<file path="src/rtl/jce_pkg.sv">
// ----------------------------------------------------------------------------
// jce_pkg
// Shared types, constants and the keycode table of the joystick chord key
// encoder.
// ----------------------------------------------------------------------------
package jce_pkg;

  localparam int SampleBits = 12;
  localparam int CfgIdxBits = 3;
  localparam int CfgDataBits = 12;
  localparam int HitBits = 4;
  localparam int KeyBits = 8;
  localparam int DirBits = 4;
  localparam int LayerBits = 2;

  typedef logic [SampleBits-1:0] sample_t;
  typedef logic [KeyBits-1:0] key_t;
  typedef logic [HitBits-1:0] hits_t;
  typedef logic [LayerBits-1:0] layer_t;

  typedef enum logic [DirBits-1:0] {
    DIR_UP         = 4'd0,
    DIR_UP_RIGHT   = 4'd1,
    DIR_RIGHT      = 4'd2,
    DIR_DOWN_RIGHT = 4'd3,
    DIR_DOWN       = 4'd4,
    DIR_DOWN_LEFT  = 4'd5,
    DIR_LEFT       = 4'd6,
    DIR_UP_LEFT    = 4'd7,
    DIR_CENTRE     = 4'd8
  } dir_t;

  typedef enum logic [CfgIdxBits-1:0] {
    CFG_CENTRE_X   = 3'd0,
    CFG_CENTRE_Y   = 3'd1,
    CFG_FULL_SCALE = 3'd2,
    CFG_WINDOW     = 3'd3,
    CFG_HITS       = 3'd4
  } cfg_idx_t;

  localparam logic [0:0] REQ_POLL = 1'b0;
  localparam logic [0:0] REQ_BUTTON = 1'b1;

  localparam key_t KEY_SPACE = 8'h2C;
  localparam key_t KEY_ENTER = 8'h28;
  localparam key_t KEY_BACKSPACE = 8'h2A;
  localparam key_t KEY_CAPS = 8'h39;

  localparam hits_t HITS_MAX = 4'd15;

  localparam sample_t CENTRE_X_RST = 12'd1995;
  localparam sample_t CENTRE_Y_RST = 12'd1882;
  localparam sample_t FULL_SCALE_RST = 12'd4095;
  localparam sample_t WINDOW_RST = 12'd300;
  localparam hits_t HITS_RST = 4'd2;

  function automatic key_t key_lookup(input layer_t layer, input logic [2:0] dir);
    key_t k;
    k = '0;
    case ({layer, dir})
      5'd0:  k = 8'h08;
      5'd1:  k = 8'h04;
      5'd2:  k = 8'h12;
      5'd3:  k = 8'h16;
      5'd4:  k = 8'h15;
      5'd5:  k = 8'h11;
      5'd6:  k = 8'h0C;
      5'd7:  k = 8'h07;
      5'd8:  k = 8'h0F;
      5'd9:  k = 8'h06;
      5'd10: k = 8'h18;
      5'd11: k = 8'h10;
      5'd12: k = 8'h13;
      5'd13: k = 8'h17;
      5'd14: k = 8'h05;
      5'd15: k = 8'h0A;
      5'd16: k = 8'h19;
      5'd17: k = 8'h1C;
      5'd18: k = 8'h14;
      5'd19: k = 8'h0B;
      5'd20: k = 8'h09;
      5'd21: k = 8'h1D;
      5'd22: k = 8'h0D;
      5'd23: k = 8'h33;
      5'd24: k = 8'h1B;
      5'd25: k = 8'h0E;
      5'd26: k = 8'h1A;
      5'd27: k = 8'h28;
      5'd28: k = 8'h2A;
      5'd29: k = 8'h39;
      5'd30: k = 8'h2C;
      5'd31: k = 8'h2C;
      default: k = '0;
    endcase
    return k;
  endfunction

  // strict window match on one axis
  function automatic logic near(input sample_t v, input sample_t t, input sample_t w);
    sample_t d;
    d = (v >= t) ? (v - t) : (t - v);
    return d < w;
  endfunction

endpackage

</file>
<file path="src/rtl/jce_in_if.sv">
// ----------------------------------------------------------------------------
// jce_in_if
// Input channel: stick polls and button events with valid/ready handshake.
// ----------------------------------------------------------------------------
interface jce_in_if;
  logic valid;
  logic ready;
  logic req_type;
  jce_pkg::sample_t x_sample;
  jce_pkg::sample_t y_sample;
  logic sample_ok;
  logic link_up;
  logic button_a;
  logic button_b;
  logic stick_press;

  modport source (
    output valid, req_type, x_sample, y_sample, sample_ok, link_up,
           button_a, button_b, stick_press,
    input  ready
  );

  modport sink (
    input  valid, req_type, x_sample, y_sample, sample_ok, link_up,
           button_a, button_b, stick_press,
    output ready
  );
endinterface

</file>
<file path="src/rtl/jce_out_if.sv">
// ----------------------------------------------------------------------------
// jce_out_if
// Result channel: direction, keycode, key pulse and mode flags per item.
// ----------------------------------------------------------------------------
interface jce_out_if;
  logic valid;
  logic ready;
  logic [jce_pkg::DirBits-1:0] direction;
  jce_pkg::key_t keycode;
  logic key_pulse;
  jce_pkg::layer_t layer;
  logic write_mode;
  logic caps_lock;
  logic combo_fired;

  modport source (
    output valid, direction, keycode, key_pulse, layer, write_mode,
           caps_lock, combo_fired,
    input  ready
  );

  modport sink (
    input  valid, direction, keycode, key_pulse, layer, write_mode,
           caps_lock, combo_fired,
    output ready
  );
endinterface

</file>
<file path="src/rtl/joystick_chord_key_encoder.sv">
// ----------------------------------------------------------------------------
// joystick_chord_key_encoder
// Classifies stick polls into directions, maps them to keycodes per layer,
// debounces key pulses and tracks layer, writing mode and caps lock.
// ----------------------------------------------------------------------------
// One item is accepted every cycle unless the result register stalls:
// a beat lands in the input register, is classified and looked up in one
// pass of logic that also updates the key state, and is held in the result
// register until taken. A stalled result stops the input register only once
// it is full as well. Configuration writes take effect on the next cycle and
// are to be made by the user while no item is in flight; nothing enforces it.
module joystick_chord_key_encoder (
  input  logic                            clk,
  input  logic                            rst_n,
  input  logic                            cfg_we,
  input  logic [jce_pkg::CfgIdxBits-1:0]  cfg_index,
  input  logic [jce_pkg::CfgDataBits-1:0] cfg_wdata,
  jce_in_if.sink                          in_if,
  jce_out_if.source                       out_if
);

  // configuration
  jce_pkg::sample_t centre_x_r, centre_y_r, full_scale_r, window_r;
  jce_pkg::hits_t hits_needed_r;

  // key state
  jce_pkg::key_t last_key_r, last_key_nxt;
  jce_pkg::hits_t hit_count_r, hit_count_nxt;
  jce_pkg::layer_t layer_r, layer_nxt;
  logic writing_r, writing_nxt;
  logic caps_r, caps_nxt;

  // input register
  logic in_vld_r;
  logic req_type_r;
  jce_pkg::sample_t x_r, y_r;
  logic ok_r, link_r, btn_a_r, btn_b_r, press_r;

  // result register
  logic out_vld_r;
  jce_pkg::dir_t dir_r, dir_nxt;
  jce_pkg::key_t key_r, key_nxt;
  logic pulse_r, pulse_nxt;
  logic combo_r, combo_nxt;

  logic adv;
  logic take_in;
  logic nx_c, nx_f, nx_0, ny_c, ny_f, ny_0;
  jce_pkg::dir_t cls_dir;
  jce_pkg::hits_t hc_inc;
  logic qualify;

  assign adv = in_vld_r && (!out_vld_r || out_if.ready);
  assign in_if.ready = !in_vld_r || adv;
  assign take_in = in_if.valid && in_if.ready;

  always_ff @(posedge clk) begin
    if (!rst_n) begin
      centre_x_r <= jce_pkg::CENTRE_X_RST;
      centre_y_r <= jce_pkg::CENTRE_Y_RST;
      full_scale_r <= jce_pkg::FULL_SCALE_RST;
      window_r <= jce_pkg::WINDOW_RST;
      hits_needed_r <= jce_pkg::HITS_RST;
    end else if (cfg_we) begin
      case (cfg_index)
        jce_pkg::CFG_CENTRE_X:   centre_x_r <= cfg_wdata;
        jce_pkg::CFG_CENTRE_Y:   centre_y_r <= cfg_wdata;
        jce_pkg::CFG_FULL_SCALE: full_scale_r <= cfg_wdata;
        jce_pkg::CFG_WINDOW:     window_r <= cfg_wdata;
        jce_pkg::CFG_HITS:       hits_needed_r <= cfg_wdata[jce_pkg::HitBits-1:0];
        default: ;
      endcase
    end
  end

  // input register
  always_ff @(posedge clk) begin
    if (!rst_n) begin
      in_vld_r <= 1'b0;
    end else if (in_if.ready) begin
      in_vld_r <= in_if.valid;
    end
  end

  always_ff @(posedge clk) begin
    if (take_in) begin
      req_type_r <= in_if.req_type;
      x_r <= in_if.x_sample;
      y_r <= in_if.y_sample;
      ok_r <= in_if.sample_ok;
      link_r <= in_if.link_up;
      btn_a_r <= in_if.button_a;
      btn_b_r <= in_if.button_b;
      press_r <= in_if.stick_press;
    end
  end

  // window matches per axis
  always_comb begin
    nx_c = jce_pkg::near(x_r, centre_x_r, window_r);
    nx_f = jce_pkg::near(x_r, full_scale_r, window_r);
    nx_0 = jce_pkg::near(x_r, '0, window_r);
    ny_c = jce_pkg::near(y_r, centre_y_r, window_r);
    ny_f = jce_pkg::near(y_r, full_scale_r, window_r);
    ny_0 = jce_pkg::near(y_r, '0, window_r);
  end

  // first match in priority order
  always_comb begin
    if (!ok_r)              cls_dir = jce_pkg::DIR_CENTRE;
    else if (nx_c && ny_c)  cls_dir = jce_pkg::DIR_CENTRE;
    else if (nx_c && ny_0)  cls_dir = jce_pkg::DIR_UP;
    else if (nx_f && ny_0)  cls_dir = jce_pkg::DIR_UP_RIGHT;
    else if (nx_f && ny_c)  cls_dir = jce_pkg::DIR_RIGHT;
    else if (nx_f && ny_f)  cls_dir = jce_pkg::DIR_DOWN_RIGHT;
    else if (nx_c && ny_f)  cls_dir = jce_pkg::DIR_DOWN;
    else if (nx_0 && ny_f)  cls_dir = jce_pkg::DIR_DOWN_LEFT;
    else if (nx_0 && ny_c)  cls_dir = jce_pkg::DIR_LEFT;
    else if (nx_0 && ny_0)  cls_dir = jce_pkg::DIR_UP_LEFT;
    else                    cls_dir = jce_pkg::DIR_CENTRE;
  end

  always_comb begin
    last_key_nxt = last_key_r;
    hit_count_nxt = hit_count_r;
    layer_nxt = layer_r;
    writing_nxt = writing_r;
    caps_nxt = caps_r;
    dir_nxt = jce_pkg::DIR_CENTRE;
    key_nxt = '0;
    pulse_nxt = 1'b0;
    combo_nxt = 1'b0;
    hc_inc = (hit_count_r < jce_pkg::HITS_MAX) ? hit_count_r + 4'd1 : hit_count_r;
    qualify = 1'b0;
    if (req_type_r == jce_pkg::REQ_BUTTON) begin
      layer_nxt = {btn_a_r, btn_b_r};
      if (btn_a_r && btn_b_r && press_r) begin
        writing_nxt = !writing_r;
        layer_nxt = '0;
        combo_nxt = 1'b1;
      end
    end else begin
      dir_nxt = cls_dir;
      if (cls_dir == jce_pkg::DIR_CENTRE) begin
        last_key_nxt = '0;
        hit_count_nxt = '0;
      end else begin
        key_nxt = jce_pkg::key_lookup(layer_r, cls_dir[2:0]);
        qualify = (key_nxt != last_key_r) || (key_nxt == jce_pkg::KEY_SPACE) ||
                  (key_nxt == jce_pkg::KEY_ENTER) || (key_nxt == jce_pkg::KEY_BACKSPACE);
        if (qualify) begin
          hit_count_nxt = hc_inc;
          if (hc_inc >= hits_needed_r) begin
            if (writing_r) begin
              pulse_nxt = link_r;
              if (key_nxt == jce_pkg::KEY_CAPS) caps_nxt = !caps_r;
            end
            last_key_nxt = key_nxt;
            hit_count_nxt = '0;
          end
        end
      end
    end
  end

  always_ff @(posedge clk) begin
    if (!rst_n) begin
      last_key_r <= '0;
      hit_count_r <= '0;
      layer_r <= '0;
      writing_r <= 1'b1;
      caps_r <= 1'b0;
    end else if (adv) begin
      last_key_r <= last_key_nxt;
      hit_count_r <= hit_count_nxt;
      layer_r <= layer_nxt;
      writing_r <= writing_nxt;
      caps_r <= caps_nxt;
    end
  end

  // result register
  always_ff @(posedge clk) begin
    if (!rst_n) begin
      out_vld_r <= 1'b0;
    end else if (!out_vld_r || out_if.ready) begin
      out_vld_r <= in_vld_r;
    end
  end

  always_ff @(posedge clk) begin
    if (adv) begin
      dir_r <= dir_nxt;
      key_r <= key_nxt;
      pulse_r <= pulse_nxt;
      combo_r <= combo_nxt;
    end
  end

  assign out_if.valid = out_vld_r;
  assign out_if.direction = dir_r;
  assign out_if.keycode = key_r;
  assign out_if.key_pulse = pulse_r;
  assign out_if.layer = layer_r;
  assign out_if.write_mode = writing_r;
  assign out_if.caps_lock = caps_r;
  assign out_if.combo_fired = combo_r;

  // a pulse only leaves while writing mode is on
  a_pulse_needs_writing: assert property (@(posedge clk) disable iff (!rst_n)
    out_vld_r && pulse_r |-> writing_r)
    else $error("key pulse with writing mode off");

  // combo result is a centre result on layer zero
  a_combo_shape: assert property (@(posedge clk) disable iff (!rst_n)
    out_vld_r && combo_r |-> (layer_r == '0) && (dir_r == jce_pkg::DIR_CENTRE) && !pulse_r)
    else $error("combo result malformed");

  // a centre poll clears the debounce state
  a_centre_clears: assert property (@(posedge clk) disable iff (!rst_n)
    adv && (req_type_r == jce_pkg::REQ_POLL) && (cls_dir == jce_pkg::DIR_CENTRE)
    |=> (last_key_r == '0) && (hit_count_r == '0))
    else $error("centre poll left debounce state");

  // a pulse carries a real key
  a_pulse_has_key: assert property (@(posedge clk) disable iff (!rst_n)
    out_vld_r && pulse_r |-> (key_r != '0) && (dir_r != jce_pkg::DIR_CENTRE))
    else $error("key pulse without key");

endmodule
</file>
<file path="src/flat_wrapper.sv">
// flat-port wrapper written by rule: the top's interface ports become plain ports
module joystick_chord_key_encoder_flat 
  (clk, rst_n, cfg_we, cfg_index, cfg_wdata, in_if_valid, in_if_req_type, in_if_x_sample, in_if_y_sample, in_if_sample_ok, in_if_link_up, in_if_button_a, in_if_button_b, in_if_stick_press, in_if_ready, out_if_valid, out_if_direction, out_if_keycode, out_if_key_pulse, out_if_layer, out_if_write_mode, out_if_caps_lock, out_if_combo_fired, out_if_ready);
  jce_in_if in_if_i ();
  jce_out_if out_if_i ();
  input  logic clk;
  input  logic rst_n;
  input  logic cfg_we;
  input  logic [jce_pkg::CfgIdxBits-1:0] cfg_index;
  input  logic [jce_pkg::CfgDataBits-1:0] cfg_wdata;
  input wire logic [$bits(in_if_i.valid)-1:0] in_if_valid;
  input wire logic [$bits(in_if_i.req_type)-1:0] in_if_req_type;
  input wire logic [$bits(in_if_i.x_sample)-1:0] in_if_x_sample;
  input wire logic [$bits(in_if_i.y_sample)-1:0] in_if_y_sample;
  input wire logic [$bits(in_if_i.sample_ok)-1:0] in_if_sample_ok;
  input wire logic [$bits(in_if_i.link_up)-1:0] in_if_link_up;
  input wire logic [$bits(in_if_i.button_a)-1:0] in_if_button_a;
  input wire logic [$bits(in_if_i.button_b)-1:0] in_if_button_b;
  input wire logic [$bits(in_if_i.stick_press)-1:0] in_if_stick_press;
  output wire logic [$bits(in_if_i.ready)-1:0] in_if_ready;
  output wire logic [$bits(out_if_i.valid)-1:0] out_if_valid;
  output wire logic [$bits(out_if_i.direction)-1:0] out_if_direction;
  output wire logic [$bits(out_if_i.keycode)-1:0] out_if_keycode;
  output wire logic [$bits(out_if_i.key_pulse)-1:0] out_if_key_pulse;
  output wire logic [$bits(out_if_i.layer)-1:0] out_if_layer;
  output wire logic [$bits(out_if_i.write_mode)-1:0] out_if_write_mode;
  output wire logic [$bits(out_if_i.caps_lock)-1:0] out_if_caps_lock;
  output wire logic [$bits(out_if_i.combo_fired)-1:0] out_if_combo_fired;
  input wire logic [$bits(out_if_i.ready)-1:0] out_if_ready;
  assign in_if_i.valid = in_if_valid;
  assign in_if_i.req_type = in_if_req_type;
  assign in_if_i.x_sample = in_if_x_sample;
  assign in_if_i.y_sample = in_if_y_sample;
  assign in_if_i.sample_ok = in_if_sample_ok;
  assign in_if_i.link_up = in_if_link_up;
  assign in_if_i.button_a = in_if_button_a;
  assign in_if_i.button_b = in_if_button_b;
  assign in_if_i.stick_press = in_if_stick_press;
  assign in_if_ready = in_if_i.ready;
  assign out_if_valid = out_if_i.valid;
  assign out_if_direction = out_if_i.direction;
  assign out_if_keycode = out_if_i.keycode;
  assign out_if_key_pulse = out_if_i.key_pulse;
  assign out_if_layer = out_if_i.layer;
  assign out_if_write_mode = out_if_i.write_mode;
  assign out_if_caps_lock = out_if_i.caps_lock;
  assign out_if_combo_fired = out_if_i.combo_fired;
  assign out_if_i.ready = out_if_ready;
  joystick_chord_key_encoder u_core (.clk(clk), .rst_n(rst_n), .cfg_we(cfg_we), .cfg_index(cfg_index), .cfg_wdata(cfg_wdata), .in_if(in_if_i), .out_if(out_if_i));
endmodule
</file>
<file path="config.mk">
export PLATFORM = sky130hd
export DESIGN_NAME = joystick_chord_key_encoder_flat
export DESIGN_NICKNAME = d
export VERILOG_FILES = /design/src/rtl/jce_pkg.sv /design/src/rtl/jce_in_if.sv /design/src/rtl/jce_out_if.sv /design/src/rtl/joystick_chord_key_encoder.sv /design/src/flat_wrapper.sv
export SDC_FILE = /design/constraint.sdc
export NUM_CORES = 1
export LEC_CHECK = 0
export BUFFER_PORTS_ARGS = -buffer_cell sky130_fd_sc_hd__buf_4
export CAP_MARGIN = 40
export CORE_MARGIN = 2
export CORE_UTILIZATION = 57
export DETAILED_ROUTE_END_ITERATION = 7
export PLACE_DENSITY = 0.82
export SETUP_SLACK_MARGIN = 0.15
export SYNTH_ARGS = -nofsm -noshare
export SYNTH_HDL_FRONTEND = slang
export SYNTH_SLANG_ARGS = --single-unit
</file>
<file path="constraint.sdc">
create_clock -name clk -period 7.94 [get_ports clk]
set_input_delay 1.191 -clock clk [delete_from_list [all_inputs] [get_ports clk]]
set_output_delay 1.191 -clock clk [all_outputs]
set_load 0.05 [all_outputs]
</file>
==> metrics.txt, run 1 <==
proportion of layout cells with a drive suffix above 1 14.57%; global-route wire length before repair 42.46 mm; critical path endpoint category flip-flop; Max Cap Viol 0; Clock Pin Slew Worst Setup and Hold Paths 0.09 ns; HP Start u_core.window_r[10]; worst clock skew 0.009962 ns; switching share of power 37.19%; Layout area overhead 13.17%; Clk network pwr share 26.1%; final worst slack 0.4009 ns; placed inst area approximately 0.011 sq mm; die width 137.7 um; DRC 0; status finished, final reports clean; final worst path period share 94.95%; CP startpoint kind flip-flop; post-placement setup slack -0.1214 ns; P_leak ~5.5 nW; H-Tree Depth 3; Synth top area share 21.14%; row count 48; pin count of the biggest net entering global routing 43; unrepaired setup endpoints after global routing true; mean post-synth cell area between 8 and 9 sq um; R2R cell count 38; Post-synth ARST share 0%; Final Hold Violating Endpoints 0; via/cell ratio slightly above 6; switching power 0.0006783 W; initial antenna violation count 0; hold_buf cts 0; synth top area cells ha_1 21%, dfxtp_1 13%, edfxtp_1 12%; TritonCTS buffer count 9; number of enable flip-flop cells after synthesis 42; fin. max-slew vios 0; PD cells roughly 160 mW/mm^2; Warnings, synthesis 0; Worst-Margin Slew 0.8726 ns; die area 0.01895 sq mm; Pwr Total 0.001824 W; Mapped Cells 1,171; min cycle time layout 7.539 ns; CTS tree done; Yosys cell types 69; WS Path Type reg2reg; relative slew slack roughly two fifths; Total Routed Length between 20 and 30 mm; worst min-delay path category reg2reg; sequential area share after synthesis 25.76%; clock sinks 110; fin util 66.39%; Top FF cell, synth dfxtp_1; FF+latch count, synth 110; worst endpoint required time 8.24 ns; Reg power frac 34.9%; worst r2r src u_core.y_r[0]; dpl hpwl 20.44 mm; Die Ht 137.7 um; Hold EP u_core.window_r[10]; P_int 0.001146 W; Layout Cells excl Fill 1,460; post-route ant nets 0; initial core utilization 58.66%; worst hold stages 2; Final Cell Area ~0.012 sq mm; Max IR drop VDD 118.7 uV; # diodes 0; mapped cell area 0.01018 sq mm; GRT Residual Overflow 0; Crit path arrival time 7.84 ns; Slowest cell on crit path or4_1; root buf cell clkbuf_16; top achievable clock speed 132.6 MHz; Ports 70; clock tree buffer depth 2; core area 0.01736 sq mm; Vias about 9,000; 1st-pass router iterations 5; worst stage delay on the critical path 0.50 ns; GP Congestion 0.9973; count of final setup violators 0; vias in the first global route 8,812; final net count 1,460; Avg WL per Cell between 15 and 20 um; Critical R2R Capture u_core.last_key_r[5]; dpl cells ~1,400; worst-path fanout max 8; reg-to-reg slack, setup between 0.4 and 0.5 ns; Combinational Power Share 39.1%; post-synth top area cell ha_1; GRT Util Overall between 20% and 30%; IO Port Bufs 67; Iter 0 DRT Violations 600; clk_lat worst skew 0.37 ns
==> kinds of logic after synthesis <==
family	count (synthesis)	synth area share, %
AO/OA/AOI/OAI	327	21.98
AND/OR/NAND/NOR	296	14.11
adder cells (fa/ha/maj)	181	22.81
buffers and inverters	157	5.997
flip-flops	110	25.76
multiplexers	54	5.444
XOR/XNOR	45	3.871
other	1	0.03683
==> Yosys cell counts, drive strengths merged (32+ instances only) <==
| library cell | n |
|---|---|
| mux2i | 43 |
| o21ai | 32 |
| nand2 | 124 |
| edfxtp | 42 |
| xnor2 | 34 |
| dfxtp | 68 |
| ha | 172 |
| nor2 | 45 |
| o211ai | 37 |
| a21oi | 82 |
| a21o | 94 |
| clkbuf | 50 |
| inv | 100 |
==> cell type report <==
class | count | area [sq um]
fill | 1400 | 5833
clock buffer | 9 | 225.2
timing repair buffer | 104 | 813.3
clock inverter | 7 | 86.33
inverter | 100 | 377.9
sequential | 110 | 2623
tap | 225 | 281.5
multi-input combinational | 905 | 7117
==> per-stage QoR <==
step,setup TNS [ns],hold slack (ns)
2_1_floorplan,0,0.4363
5_1_grt,0,0.4813
4_1_cts,0,0.4597
3_5_place_dp,-0.5467,0.4483
6_report,0,0.4570
3_3_place_gp,-0.009073,0.4428
==> worst max-delay path: cells and delay by family (launching register included) <==
kind / cells / cell delay (ns)
buf+inv: 5 / 0.58
compound gates: 19 / 3.11
fa+ha+maj: 4 / 0.99
xor+xnor: 1 / 0.12
simple gates: 8 / 1.98
flops: 1 / 0.40
mux: 1 / 0.24
==> cell usage in the layout, fill, tap and decap left out, types with 11 or more instances in the layout <==
master and count:
ha_1 170, nand2_1 124, buf_4 99, inv_1 96
a21o_1 94, a21oi_1 76, dfxtp_1 68, nor2_1 45
mux2i_1 42, edfxtp_1 42, o211ai_1 36, xnor2_1 34
nand3_1 25, nand4_1 20, o21ai_0 15, nand2b_1 15
nor2b_1 14, o21ai_1 13, o21bai_1 12, a31oi_1 12
xor2_1 11
==> worst max path at each step <==
stage | depth (start not counted) | startpoint | endpoint | slack (ns)
after floorplan | 36 | u_core.y_r[0] | u_core.last_key_r[5] | 0.55
after global placement | 37 | u_core.x_r[0] | u_core.out_if.caps_lock | -0.009
after detailed placement | 37 | u_core.x_r[0] | u_core.last_key_r[4] | -0.12
after CTS | 36 | u_core.x_r[0] | u_core.hit_count_r[0] | 0.19
after global routing | 38 | u_core.x_r[0] | u_core.hit_count_r[0] | 0.06
final | 38 | u_core.y_r[0] | u_core.last_key_r[5] | 0.40
==> metal layers <==
metal / share of wire, % / GRT usage (%)
met1: 45 / 37.99
met2: 47 / 48.12
met3: 6.1 / 3.974
met4: 1.9 / 8.076
met5: 0 / 0
==> power by group through the flow <==
stage          Clock [W]  Sequential (W)  Combinational, W
2_1_floorplan          0        0.000655          0.000465
3_3_place_gp           0        0.000647          0.000627
3_5_place_dp           0        0.000647          0.000650
4_1_cts         0.000481        0.000635          0.000669
5_1_grt         0.000499        0.000639          0.000783
6_report        0.000476        0.000636          0.000712
==> sequential cells by signal, summed over array words and instances (netlist names), 2 cells and up <==
register                 flops
u_core.centre_x_r           12
u_core.y_r                  12
u_core.hit_count_r           4
u_core.out_if.keycode        6
u_core.out_if.direction      4
u_core.centre_y_r           12
u_core.full_scale_r         12
u_core.out_if.layer          2
u_core.window_r             12
u_core.x_r                  12
u_core.hits_needed_r         4
u_core.last_key_r            6
==> what timing repair did <==
item | 4_1_cts | 5_1_grt
buffers inserted | 4 | 7
gates resized for setup | 2 | 39
endpoints found under the hold margin | 0 | 0
setup endpoints to repair | 12 | 12
pin swaps | 4 | 19
gates cloned | 0 | 0
No activity file was read; power rests on OpenSTA's default activity.
==> run 2: changes to the inputs <==
Settings changed: CORE_ASPECT_RATIO from default to 0.5.
==> metrics.txt, run 2 (same netlist as run 1, synthesis figures left out) <==
worst min-delay path category reg2reg; die area 0.01901 sq mm; R2R cell count 36; clk_lat worst skew 0.37 ns; worst clock skew around 0.011 ns; row count 34; # diodes 0; relative slew slack 40.63%; clock sinks 110; Iter 0 DRT Violations between 600 and 700; Ports 70; switching share of power 37.01%; CTS tree done; dpl hpwl around 21 mm; top achievable clock speed 134.3 MHz; final net count 1,462; Die Ht roughly 100 um; CP bufs+invs 6; Reg power frac 35.0%; P_leak ~5.5 nW; Worst path top cell family by delay compound AO/OA/AOI/OAI gates; worst-path fanout max 7; Avg WL per Cell 18.73 um; TritonCTS buffer count 9; via/cell ratio roughly 6.1; Layout area overhead 14.32%; count of final setup violators 0; GRT Util Overall 28.74%; min cycle time layout between 7 and 8 ns; WS Path Type reg2reg; GRT Residual Overflow 0; root buf cell clkbuf_16; area of the multi-input gates 0.007247 sq mm; Total Routed Length 27.55 mm; post-route ant nets 0; reg-to-reg slack, setup 0.49 ns; P_int 0.001143 W; worst r2r src u_core.y_r[0]; PD cells 155.8 mW/mm^2; Clk network pwr share about 25%; Clock Pin Slew Worst Setup and Hold Paths 0.08 ns; 1st-pass router iterations 5; DRC 0; Fillers 1,395; hold_buf cts 0; dpl cells 1,436; fin. max-slew vios 0; Slowest cell on crit path or4b_1; IO Port Bufs 67; worst stage delay on the critical path 0.46 ns; status finished, final reports clean; FF/Latch Area ~0.0026 sq mm; Hold EP u_core.window_r[7]; most frequent cells in the layout 170 x ha_1, 124 x nand2_1, 102 x buf_4; critical path endpoint category flip-flop; core area 0.01744 sq mm; vias in the first global route 8,475; worst hold stages 2; clock tree buffer depth 2; initial core utilization 58.38%; switching power 0.0006712 W; H-Tree Depth 3; Crit path arrival time 7.73 ns; Max Cap Viol 0; initial antenna violation count 0; Critical R2R Capture u_core.hit_count_r[0]; GP Congestion 0.9593; Final Hold Violating Endpoints 0; Worst-Margin Slew roughly 0.9 ns; die width 193.0 um; proportion of layout cells with a drive suffix above 1 15.76%; post-placement setup slack -0.2094 ns; HP Start u_core.window_r[7]; Combinational Power Share 40.5%; Vias 8,973; most common cell after layout, fill and taps aside ha_1; Max IR drop VDD 123.6 uV; pin count of the biggest net entering global routing 43; final worst path period share between 90% and 100%; global-route wire length before repair between 40 and 50 mm; CP startpoint kind flip-flop; Layout Cells excl Fill 1,471; Worst path most repeated cell a21o_1; final worst slack 0.4933 ns; unrepaired setup endpoints after global routing false; worst endpoint required time approximately 8.2 ns
[run 2: cell count changes in the layout (fill, tap and decap cells not counted), moves of 2 or more]
cell	change
clkinv_2	+2
inv_1	-2
a21oi_1	-5
a21oi_2	+5
a221oi_1	-2
o21ai_0	-3
inv_2	+3
clkinv_8	-3
buf_4	+3
a211oi_1	-2
[run 2: how the worst max path moves through the flow]
| stage | from | to | slack, ns | cells past startpoint |
|---|---|---|---|---|
| floorplan | u_core.y_r[0] | u_core.last_key_r[5] | 0.55 | 36 |
| CTS | u_core.x_r[0] | u_core.hit_count_r[0] | 0.18 | 38 |
| finish | u_core.y_r[0] | u_core.hit_count_r[0] | 0.49 | 36 |
| global placement | u_core.x_r[0] | u_core.last_key_r[1] | 0.11 | 34 |
| global route | u_core.y_r[0] | u_core.hit_count_r[0] | 0.12 | 37 |
| detailed placement | u_core.x_r[0] | u_core.hit_count_r[0] | -0.21 | 37 |
[run 2: final cells by class]
type	count	area share (%)
well taps	234	2.515
flip-flops and latches	110	22.53
clock buffers	9	1.935
multi-input cells	905	62.26
inverters	100	3.225
repair buffers	106	7.137
clock inverters	7	0.3977
[run 2: worst register-to-register path, delay by kind of cell (launching register included)]
family / cells / cell delay, ns
compound gates: 19 / 3.66
mux: 1 / 0.38
xor+xnor: 1 / 0.14
simple gates: 5 / 1.08
buf+inv: 6 / 0.67
flops: 1 / 0.42
fa+ha+maj: 4 / 1.02
[run 2: timing repair]
| item | 4_1_cts | 5_1_grt |
|---|---|---|
| gates resized for setup | 10 | 57 |
| buffers inserted | 6 | 13 |
| pin swaps | 4 | 41 |
| setup endpoints to repair | 12 | 12 |
[run 2: layer usage]
metal,global-route usage (%),vias to the layer above,part of all wire (%)
li1,-,4303,-
met1,38.69,4283,45
met2,47.78,326,47
met3,4.060,61,5.7
met4,9.266,0,2.6
met5,0,-,0
[run 2: through the flow]
stage / power (W) / cell area (sq um) / hold WS [ns] / util [%] / TNS, ns
after floorplan: 0.001120 / 10190 / 0.4363 / - / 0
after global placement: 0.001264 / 10900 / 0.4415 / 62.49 / 0
after detailed placement: 0.001290 / 10940 / 0.4465 / 62.73 / -1.431
after CTS: 0.001748 / 11300 / 0.4569 / 64.78 / 0
after global routing: 0.001908 / 11640 / 0.4738 / 66.74 / 0
final: 0.001814 / 11640 / 0.4583 / 66.74 / 0
[run 2: power by group through the flow]
stage / Sequential [W] / Combinational [W] / Clock, W
floorplan: 0.000655 / 0.000465 / 0
global placement: 0.000647 / 0.000617 / 0
detailed placement: 0.000648 / 0.000643 / 0
CTS: 0.000634 / 0.000662 / 0.000451
global route: 0.000638 / 0.000800 / 0.000470
finish: 0.000635 / 0.000734 / 0.000444
